<file path="config.mk">
export PLATFORM = sky130hd
export DESIGN_NAME = mpeg_video_segment_gate_unit
export DESIGN_NICKNAME = d
export VERILOG_FILES = /design/src/design/mvsg_pkg.sv /design/src/design/mpeg_video_segment_gate_unit.sv /design/src/design/mvsg_parser.sv
export SDC_FILE = /design/constraint.sdc
export NUM_CORES = 1
export LEC_CHECK = 0
export ABC_CLOCK_PERIOD_IN_PS = 9900
export BUFFER_PORTS_ARGS = -buffer_cell sky130_fd_sc_hd__buf_2
export CORE_ASPECT_RATIO = 0.8
export CORE_MARGIN = 4
export CORE_UTILIZATION = 49
export DETAILED_ROUTE_END_ITERATION = 8
export GPL_TIMING_DRIVEN = 0
export PLACE_DENSITY = 0.7
export SLEW_MARGIN = 10
export SYNTH_ARGS = -nofsm -noshare
export SYNTH_HDL_FRONTEND = slang
export SYNTH_SLANG_ARGS = --single-unit
</file>
<file path="constraint.sdc">
create_clock -name i_clk -period 9.9 [get_ports i_clk]
set_clock_uncertainty 0.15 [all_clocks]
set_input_delay 1.98 -clock i_clk [delete_from_list [all_inputs] [get_ports i_clk]]
set_output_delay 1.98 -clock i_clk [all_outputs]
set_load 0.02 [all_outputs]
</file>
<file path="src/design/mvsg_pkg.sv">
// Shared types, codes and constants for the MPEG video segment gate.
package mvsg_pkg;

    // Input action codes; the last one is ignored
    localparam logic [1:0] ACT_DATA   = 2'd0;
    localparam logic [1:0] ACT_FLUSH  = 2'd1;
    localparam logic [1:0] ACT_EOS    = 2'd2;
    localparam logic [1:0] ACT_UNUSED = 2'd3;

    // Start-code values after 00 00 01
    localparam logic [7:0] CODE_PICTURE    = 8'h00;
    localparam logic [7:0] CODE_SEQ_HEADER = 8'hB3;
    localparam logic [7:0] CODE_SEQ_END    = 8'hB7;
    localparam logic [7:0] PREFIX_ZERO     = 8'h00;
    localparam logic [7:0] PREFIX_ONE      = 8'h01;

    localparam int unsigned STAMP_W = 32;

    typedef enum logic [2:0] {
        V_NONE           = 3'd0,
        V_COMMIT_BEFORE  = 3'd1,
        V_DROP_BEFORE    = 3'd2,
        V_COMMIT_THROUGH = 3'd3,
        V_DROP_THROUGH   = 3'd4
    } t_verdict;

    typedef enum logic [1:0] {
        SC_WAIT_ZERO = 2'd0,
        SC_ONE_ZERO  = 2'd1,
        SC_TWO_ZERO  = 2'd2,
        SC_CODE      = 2'd3
    } t_scan_phase;

    typedef enum logic [1:0] {
        PH_WAIT    = 2'd0,
        PH_START   = 2'd1,
        PH_PICTURE = 2'd2
    } t_parse_phase;

    typedef struct packed {
        logic [1:0]         action;
        logic [7:0]         data_byte;
        logic               chunk_last;
        logic [STAMP_W-1:0] chunk_stamp;
        logic               chunk_stamp_valid;
    } t_item;

    typedef struct packed {
        t_verdict           verdict;
        logic [STAMP_W-1:0] pts_out;
        logic               pts_out_valid;
        logic               append_end_code;
    } t_result;

endpackage

</file>
<file path="src/design/mpeg_video_segment_gate_unit.sv">
// Top level of the MPEG video segment gate: input register, parser, result register.
// The input register takes an item at the edge that accepts it; the result register
//   then loads its result once free. The parser state update is a single short pass.
// Throughput: one item per cycle unless the receiver stalls.
// Reset: synchronous, active low; clears both pipeline valids and the parser state
//   (scanner waiting for zero, parser waiting for sequence, no stamp, nothing pending).
module mpeg_video_segment_gate_unit (
    input  logic        i_clk,
    input  logic        i_rst_n,
    input  logic        i_valid,
    output logic        o_stall,
    input  logic [1:0]  i_action,
    input  logic [7:0]  i_data_byte,
    input  logic        i_chunk_last,
    input  logic [31:0] i_chunk_stamp,
    input  logic        i_chunk_stamp_valid,
    output logic        o_valid,
    input  logic        i_stall,
    output logic [2:0]  o_verdict,
    output logic [31:0] o_pts_out,
    output logic        o_pts_out_valid,
    output logic        o_append_end_code
);

    logic              r_in_valid;
    mvsg_pkg::t_item   r_in;
    logic              r_out_valid;
    mvsg_pkg::t_result r_out;
    mvsg_pkg::t_result step_res;
    logic              advance;
    logic              in_take;

    // Pipeline control: result register frees when empty or being taken
    assign advance = !r_out_valid || !i_stall;
    assign o_stall = r_in_valid && !advance;
    assign in_take = i_valid && !o_stall;

    // Input register
    always_ff @(posedge i_clk) begin
        if (!i_rst_n) begin
            r_in_valid <= 1'b0;
        end else if (advance || !r_in_valid) begin
            r_in_valid <= in_take;
        end
    end

    always_ff @(posedge i_clk) begin
        if (in_take) begin
            r_in.action            <= i_action;
            r_in.data_byte         <= i_data_byte;
            r_in.chunk_last        <= i_chunk_last;
            r_in.chunk_stamp       <= i_chunk_stamp;
            r_in.chunk_stamp_valid <= i_chunk_stamp_valid;
        end
    end

    mvsg_parser u_parser (
        .i_clk   (i_clk),
        .i_rst_n (i_rst_n),
        .i_step  (r_in_valid && advance),
        .i_item  (r_in),
        .o_res   (step_res)
    );

    // Result register
    always_ff @(posedge i_clk) begin
        if (!i_rst_n) begin
            r_out_valid <= 1'b0;
        end else if (advance) begin
            r_out_valid <= r_in_valid;
        end
    end

    always_ff @(posedge i_clk) begin
        if (advance && r_in_valid) begin
            r_out <= step_res;
        end
    end

    assign o_valid           = r_out_valid;
    assign o_verdict         = r_out.verdict;
    assign o_pts_out         = r_out.pts_out;
    assign o_pts_out_valid   = r_out.pts_out_valid;
    assign o_append_end_code = r_out.append_end_code;

endmodule

</file>
<file path="src/design/mvsg_parser.sv">
// Start-code scanner, sequence parser state and per-item verdict logic.
module mvsg_parser (
    input  logic            i_clk,
    input  logic            i_rst_n,
    input  logic            i_step,
    input  mvsg_pkg::t_item i_item,
    output mvsg_pkg::t_result o_res
);

    mvsg_pkg::t_scan_phase  r_scan, n_scan;
    mvsg_pkg::t_parse_phase r_phase, n_phase;
    logic [mvsg_pkg::STAMP_W-1:0] r_stamp, n_stamp;
    logic r_stamp_valid, n_stamp_valid;
    logic r_pending, n_pending;

    // Byte decode
    logic is_data, is_flush, is_eos;
    logic is_hdr, is_end, is_pic, have_code;
    mvsg_pkg::t_scan_phase  scan_step;
    mvsg_pkg::t_parse_phase phase_code;
    mvsg_pkg::t_verdict     code_verdict, data_verdict;
    logic code_pts, chunk_drop;

    assign is_data   = (i_item.action == mvsg_pkg::ACT_DATA);
    assign is_flush  = (i_item.action == mvsg_pkg::ACT_FLUSH);
    assign is_eos    = (i_item.action == mvsg_pkg::ACT_EOS);
    assign is_hdr    = (i_item.data_byte == mvsg_pkg::CODE_SEQ_HEADER);
    assign is_end    = (i_item.data_byte == mvsg_pkg::CODE_SEQ_END);
    assign is_pic    = (i_item.data_byte == mvsg_pkg::CODE_PICTURE);
    assign have_code = (r_scan == mvsg_pkg::SC_CODE);

    // Scanner advance for a data byte
    always_comb begin
        case (r_scan)
            mvsg_pkg::SC_WAIT_ZERO: begin
                scan_step = (i_item.data_byte == mvsg_pkg::PREFIX_ZERO) ?
                            mvsg_pkg::SC_ONE_ZERO : mvsg_pkg::SC_WAIT_ZERO;
            end
            mvsg_pkg::SC_ONE_ZERO: begin
                scan_step = (i_item.data_byte == mvsg_pkg::PREFIX_ZERO) ?
                            mvsg_pkg::SC_TWO_ZERO : mvsg_pkg::SC_WAIT_ZERO;
            end
            mvsg_pkg::SC_TWO_ZERO: begin
                if (i_item.data_byte == mvsg_pkg::PREFIX_ONE)
                    scan_step = mvsg_pkg::SC_CODE;
                else if (i_item.data_byte == mvsg_pkg::PREFIX_ZERO)
                    scan_step = mvsg_pkg::SC_TWO_ZERO;
                else
                    scan_step = mvsg_pkg::SC_WAIT_ZERO;
            end
            default: scan_step = mvsg_pkg::SC_WAIT_ZERO;
        endcase
    end

    // Parser reaction to a start code; unknown phase acts as waiting
    always_comb begin
        code_verdict = mvsg_pkg::V_NONE;
        phase_code   = r_phase;
        code_pts     = 1'b0;
        if (have_code) begin
            case (r_phase)
                mvsg_pkg::PH_START: begin
                    if (is_hdr) begin
                        code_verdict = mvsg_pkg::V_DROP_BEFORE;
                    end else if (is_end) begin
                        code_verdict = mvsg_pkg::V_DROP_THROUGH;
                        phase_code   = mvsg_pkg::PH_WAIT;
                    end else if (is_pic) begin
                        phase_code   = mvsg_pkg::PH_PICTURE;
                    end
                end
                mvsg_pkg::PH_PICTURE: begin
                    if (is_end) begin
                        code_verdict = mvsg_pkg::V_COMMIT_THROUGH;
                        phase_code   = mvsg_pkg::PH_WAIT;
                        code_pts     = 1'b1;
                    end else if (is_hdr) begin
                        code_verdict = mvsg_pkg::V_COMMIT_BEFORE;
                        phase_code   = mvsg_pkg::PH_START;
                        code_pts     = 1'b1;
                    end else if (is_pic) begin
                        code_verdict = mvsg_pkg::V_COMMIT_BEFORE;
                        code_pts     = 1'b1;
                    end
                end
                default: begin
                    if (is_hdr) begin
                        code_verdict = mvsg_pkg::V_DROP_BEFORE;
                        phase_code   = mvsg_pkg::PH_START;
                    end
                end
            endcase
        end
    end

    // Chunk end while waiting drops all pending bytes
    assign chunk_drop = (code_verdict == mvsg_pkg::V_NONE) && i_item.chunk_last &&
                        (phase_code != mvsg_pkg::PH_START) &&
                        (phase_code != mvsg_pkg::PH_PICTURE);
    assign data_verdict = chunk_drop ? mvsg_pkg::V_DROP_THROUGH : code_verdict;

    // Result for the current item
    always_comb begin
        o_res = '0;
        o_res.verdict = mvsg_pkg::V_NONE;
        case (i_item.action)
            mvsg_pkg::ACT_DATA: begin
                o_res.verdict = data_verdict;
                if (code_pts) begin
                    o_res.pts_out       = r_stamp;
                    o_res.pts_out_valid = r_stamp_valid;
                end
            end
            mvsg_pkg::ACT_FLUSH: begin
                if (r_pending)
                    o_res.verdict = mvsg_pkg::V_DROP_THROUGH;
            end
            mvsg_pkg::ACT_EOS: begin
                o_res.append_end_code = 1'b1;
                if (r_pending) begin
                    o_res.verdict       = mvsg_pkg::V_COMMIT_THROUGH;
                    o_res.pts_out       = r_stamp;
                    o_res.pts_out_valid = r_stamp_valid;
                end
            end
            default: o_res.verdict = mvsg_pkg::V_NONE;
        endcase
    end

    // Next state
    always_comb begin
        n_scan        = r_scan;
        n_phase       = r_phase;
        n_stamp       = r_stamp;
        n_stamp_valid = r_stamp_valid;
        n_pending     = r_pending;
        if (is_data) begin
            n_phase   = phase_code;
            n_scan    = chunk_drop ? mvsg_pkg::SC_WAIT_ZERO : scan_step;
            n_pending = !((data_verdict == mvsg_pkg::V_COMMIT_THROUGH) ||
                          (data_verdict == mvsg_pkg::V_DROP_THROUGH));
            if (have_code && is_hdr) begin
                n_stamp_valid = i_item.chunk_stamp_valid;
                n_stamp       = i_item.chunk_stamp_valid ? i_item.chunk_stamp : '0;
            end else if ((code_verdict != mvsg_pkg::V_NONE) || chunk_drop) begin
                n_stamp_valid = 1'b0;
                n_stamp       = '0;
            end
        end else if (is_flush) begin
            n_scan        = mvsg_pkg::SC_WAIT_ZERO;
            n_phase       = mvsg_pkg::PH_WAIT;
            n_stamp       = '0;
            n_stamp_valid = 1'b0;
            n_pending     = 1'b0;
        end else if (is_eos && r_pending) begin
            n_scan        = mvsg_pkg::SC_WAIT_ZERO;
            n_stamp       = '0;
            n_stamp_valid = 1'b0;
            n_pending     = 1'b0;
        end
    end

    // State registers, updated once per processed item
    always_ff @(posedge i_clk) begin
        if (!i_rst_n) begin
            r_scan        <= mvsg_pkg::SC_WAIT_ZERO;
            r_phase       <= mvsg_pkg::PH_WAIT;
            r_stamp       <= '0;
            r_stamp_valid <= 1'b0;
            r_pending     <= 1'b0;
        end else if (i_step) begin
            r_scan        <= n_scan;
            r_phase       <= n_phase;
            r_stamp       <= n_stamp;
            r_stamp_valid <= n_stamp_valid;
            r_pending     <= n_pending;
        end
    end

endmodule

</file>
### Word level (Yosys, flattened, before mapping)

Index checks and enable logic that the tools add are counted.

| cells by class | value |
|---|---|
| $add $sub $neg | 0 |
| multiply operators | 0 |
| div/mod/pow operators | 0 |
| $lt $le $gt $ge | 0 |
| eq/ne operators | 15 |
| shifts and indexed selects | 0 |
| mux-type cells | 49 |
| bitwise gates (word level) | 0 |
| reduce and logical (&&, ||, !) cells | 28 |

Operator list:

| kind | number |
|---|---|
| 2-to-1 mux 32 bit | 6 |
| case mux 33 bit (2 select lines) | 1 |
| 2-to-1 mux 35 bit | 1 |
| 2-to-1 mux 33 bit | 1 |
| 2-to-1 mux 2 bit | 15 |
| 2-to-1 mux 3 bit | 7 |
| == test 8 bit, second input constant | 2 |
| 2-to-1 mux 1 bit | 14 |
| case mux 3 bit (3 select lines) | 1 |
| == test 2 bit, second input constant | 4 |
| == test 8 x 1 -> 1 bit, second input constant | 1 |
| logical AND 1 bit | 8 |
| logical NOT 8 bit | 1 |
| == test 2 x 1 -> 1 bit, second input constant | 3 |
| logical NOT 1 bit | 6 |
| case mux 2 bit (3 select lines) | 1 |
| case mux 3 bit (2 select lines) | 1 |
| nonzero test 3 bit | 2 |
| logical NOT 2 bit | 2 |
| logical OR 1 bit | 4 |
| case mux 2 bit (2 select lines) | 1 |
| AND reduction 2 bit | 2 |
| == test 3 x 2 -> 1 bit, second input constant | 1 |
| == test 3 bit, second input constant | 1 |
| other kinds (6) | 6 |

| word-level totals | value |
|---|---|
| flip-flop bits (word level) | 121 |
| bits in latches | 0 |
| memory bits (writable) | 0 |
| ROM bits | 0 |
| input bits | 48 |
| output and inout bits | 39 |
| word-level logic and storage cells | 108 |
| memories kept | 0 |

### Depth between registers and ports, before layout

| logic depth | value |
|---|---|
| word-level depth | 15 |
| gate-level depth with buffers | 10 |
| gate-level depth less buffers | 8 |

### Modules after synthesis

A second synthesis with hierarchy kept.

| unflattened totals | value |
|---|---|
| cell total of the unflattened synthesis | 290 |
| area, all modules | 4483.0 µm² |

Modules (own cells, without submodules):

| module | instances | cells each | area an instance (µm²) | sequential area each (µm²) |
|---|---|---|---|---|
| mpeg_video_segment_gate_unit | 1 | 89 | 2516.2 | 2472.4 |
| mvsg_parser | 1 | 201 | 1966.9 | 760.7 |

### Worst setup path after synthesis

No wires, ideal clock.

| path | value |
|---|---|
| path type | input -> register |
| from | input i_stall |
| to | register r_in[0] in the netlist's numbering, enable pin |
| library setup time | 0.450 ns |
| arrival time | 4.237 ns |
| required time | 9.300 ns |
| slack | 5.063 ns |
| stages | 2 |
| path buffers | 0 |
| cells stage by stage | and3_1 -> nor2b_1 |

| on the way | value |
|---|---|
| longest elaborated chain between the ends | 6 |

RTL lines:

| element | line | source |
|---|---|---|
| start: declaration | mpeg_video_segment_gate_unit.sv:18 | `input logic i_stall,` |
| logical NOT 1 bit | mpeg_video_segment_gate_unit.sv:34 | `assign advance = !r_out_valid \|\| !i_stall;` |
| logical OR 1 bit | mpeg_video_segment_gate_unit.sv:34 |  |
| logical NOT 1 bit | mpeg_video_segment_gate_unit.sv:35 | `assign o_stall = r_in_valid && !advance;` |
| logical AND 1 bit | mpeg_video_segment_gate_unit.sv:35 |  |
| logical NOT 1 bit | mpeg_video_segment_gate_unit.sv:36 | `assign in_take = i_valid && !o_stall;` |
| logical AND 1 bit | mpeg_video_segment_gate_unit.sv:36 |  |
| via in_take | mpeg_video_segment_gate_unit.sv:31 | `logic in_take;` |
| end: declaration | mpeg_video_segment_gate_unit.sv:26 | `mvsg_pkg::t_item r_in;` |

The timed path passes the listed nets, and every way through them passes these cells.
A chain may end at the register's enable or synchronous reset.

### Final worst setup path

| path | value |
|---|---|
| from | input i_stall |
| to | output o_stall |

| on the way | value |
|---|---|
| longest elaborated chain between the ends | 4 |

RTL lines:

| element | line | source |
|---|---|---|
| logical NOT 1 bit | mpeg_video_segment_gate_unit.sv:34 |  |
| logical OR 1 bit | mpeg_video_segment_gate_unit.sv:34 |  |
| logical NOT 1 bit | mpeg_video_segment_gate_unit.sv:35 |  |
| logical AND 1 bit | mpeg_video_segment_gate_unit.sv:35 |  |
| end: declaration | mpeg_video_segment_gate_unit.sv:11 | `output logic o_stall,` |

Every way passes these cells.

==> flow_metrics.env <==
export IMPL_synth_ff_type="edfxtp_1"
export IMPL_synth_seq_cells=121
export IMPL_critPathRequiredTime_ps=7770
export IMPL_grt_pass1_vias=3394
export IMPL_grt_overflow_total=0
export IMPL_clockBufferDepth=2
export IMPL_nets=539
export IMPL_crit_chain="buf_2, and3_1, buf_2"
export IMPL_track_usage_pct=18.58
export IMPL_post_drt_wl_per_cell_um=16.43
export IMPL_start_util_pct=50.07
export IMPL_hold_class="flip-flop to flip-flop"
export IMPL_ys_seq_area_share_pct=67.20
export IMPL_rsz0062_at_grt="no"
export IMPL_antenna_cells=0
export IMPL_cts_buffers_inserted=17
export IMPL_core_um2=9609
export IMPL_num_io_pins=87
export IMPL_cts_resized=0
export IMPL_status="completed"
export IMPL_min_delay_start="r_in[12]"
export IMPL_die_w_um=118.8
export IMPL_timing_slew_headroom_pct=42.90
export IMPL_syn_area_per_cell_um2=12.56
export IMPL_arrival_ps=2510
export IMPL_hpwl_um=6787
export IMPL_grt_max_degree=34
export IMPL_fmaxAchievable_mhz=215.4
export IMPL_final_area_um2=6056
export IMPL_synth_nets=433
export IMPL_finalPower_mw=1.236
export IMPL_final_layout_size_suffix_gt1_share_pct=27.49
export IMPL_wl_um=10210
export IMPL_final_cell_mix="buf_2 (89), edfxtp_1 (81), dfxtp_1 (40)"
export IMPL_grt_util_met1_pct=23.94
export IMPL_grt_busiest_layer="met2"
export IMPL_place_congestion=0.8608
export IMPL_antenna_found_initial=0
export IMPL_path_class="primary input to output pin"
export IMPL_io_buffers=85
export IMPL_p_leak_nw=2.156
export IMPL_final_common_cell="buf_2"
export IMPL_syn_to_final_growth_pct=25.88
export IMPL_grt_pass1_wl_um=16930
export IMPL_setup_tns_final_ps=0
export IMPL_postCtsSetupRepairBufs=0
export IMPL_drv_slew=0
export IMPL_setup_violations=0
export IMPL_die_h_um=96.63
export IMPL_drc_errors=0
export IMPL_vias=3395
export IMPL_clk_latency_ps=410
export IMPL_critPathMostFrequentCell="buf_2"
export IMPL_synthCells=383
export IMPL_viasPerCell=5.467
export IMPL_start_kind="primary input"
export IMPL_path_delay_family="buffers and inverters"
export IMPL_slowest_stage="and3_1"
export IMPL_synth_top_area_share_pct=50.56
export IMPL_drv_max_cap_violation_count=0
export IMPL_cts_tree="done"
export IMPL_worst_slew_pin_slew_ps=854.6
export IMPL_timing_final_crit_share_pct=46.88
export IMPL_hold_buffers=0
export IMPL_grt_use_met3_pct=6.546
export IMPL_met2_usage_pct=29.08
export IMPL_drt_initial_drc_count=264
export IMPL_ir_worst_vdd_uv=119.3
export IMPL_async_flop_share_pct=0
export IMPL_dieArea_um2=11480
export IMPL_clock_sinks=121
export IMPL_ant_nets=0
export IMPL_clkSlewWorstSetupHoldPaths_ps=60
export IMPL_critPathLaunch="i_stall"
export IMPL_cp_end_kind="output pin"
export IMPL_synth_edf_count=81
export IMPL_fp_row_count=32
export IMPL_htreeDepth=4
export IMPL_period_minus_slack_ps=4642
export IMPL_worst_path_buf_inv=2
export IMPL_cp_max_fo=3
export IMPL_clockRootBuffer="clkbuf_16"
export IMPL_yosys_top_cells_area="edfxtp_1 (51%), dfxtp_1 (17%), a22oi_1 (5.0%), and2_1 (4.4%), nand3_1 (4.0%)"
export IMPL_dpl_cell_area_um2=5440
export IMPL_hold_violations=0
export IMPL_r2r_start="u_parser.r_phase[0]"
export IMPL_yosys_area_top_type="edfxtp_1"
export IMPL_synth_cell_types=50
export IMPL_drt_pass1_iter_count=5
export IMPL_power_per_cell_area_nw_per_um2=204.2
export IMPL_slowest_delay_ps=240
export IMPL_syn_area_um2=4811
export IMPL_ys_warn_count=0
-- per-layer routing --
metal,wire (µm),vias to the layer above
met5,0,-
met4,151,0
met3,639,12
met2,4938,102
met1,4475,1620
li1,-,1661
-- sequential cells by signal, indices dropped and copies added (netlist names), 2 cells and up --
register and cells:
u_parser.r_phase 2, o_verdict 3, u_parser.r_stamp 32, o_pts_out 32
u_parser.r_scan 2, r_in 44
-- area by class of cell --
class	count	area (µm²)
fillers	759	3553
flip-flops and latches	121	3233
multi-input cells	232	1445
repair buffers	87	473.0
clock buffers	21	470.5
well taps	119	148.9
clock inverters	11	145.1
plain buffers	25	121.4
inverters	5	18.77
-- worst register-to-register path, cell delays in order (launching register included) --
cell and delay (ps):
dfxtp_1 350, inv_1 80, ha_1 310, clkbuf_1 220, or3b_2 490, nor4_2 240
o211ai_1 150, o211a_2 190, clkbuf_1 250, a22oi_1 260, o21ai_1 100
-- where the power goes --
part           leakage (nW)  switching [mW]  total [mW]  internal (mW)
logic                 0.745          0.0307      0.0465         0.0158
registers              1.12         0.00654       0.563          0.557
clock network         0.295           0.212       0.627          0.415
total                  2.16           0.249        1.24          0.987
-- cells by family (layout without fill, tap and decap cells) --
logic type / Yosys count / count (layout) / synth area share (%)
adders and majority gates: 2 / 2 / 0.5201
AOI/OAI and AO/OA: 105 / 105 / 14.07
xor gates and xnor gates: 3 / 3 / 0.7024
and+or+nand+nor: 121 / 121 / 14.38
muxes: 1 / 1 / 0.2081
buffers and inverters: 30 / 149 / 2.913
DFF: 121 / 121 / 67.20
-- cell usage after synthesis (all sizes together), types with 2 or more instances --
library cell   n
nor4           3
dfxtp         40
buf            7
nand4b         2
and2          34
ha             2
o21a           6
o211ai         2
nor3           4
nand3         38
nor2           7
clkbuf        18
or4            2
nand3b         3
o21ai         42
inv            5
a211oi         2
nand2         14
a21oi         13
edfxtp        81
nor2b          3
xor2           2
a22oi         32
nand2b         3
-- final timing paths --
check                         end  cells after the start  slack (ps)
max reg2reg  u_parser.r_stamp[12]                     10        6980
max                       o_stall                      3        5260
min          u_parser.r_stamp[11]                      2         320
min reg2reg  u_parser.r_stamp[11]                      2         320
-- metrics by stage --
stage	instances	util [%]	hold slack, ps	setup WS [ps]
CTS	621	63.02	321.4	5261
global placement	587	56.04	306.0	4024
global route	621	63.02	345.1	5217
floorplan	383	-	297.2	5063
detailed placement	589	56.61	310.4	5259
finish	621	63.02	320.8	5258
No activity file was read; power rests on OpenSTA's default activity.
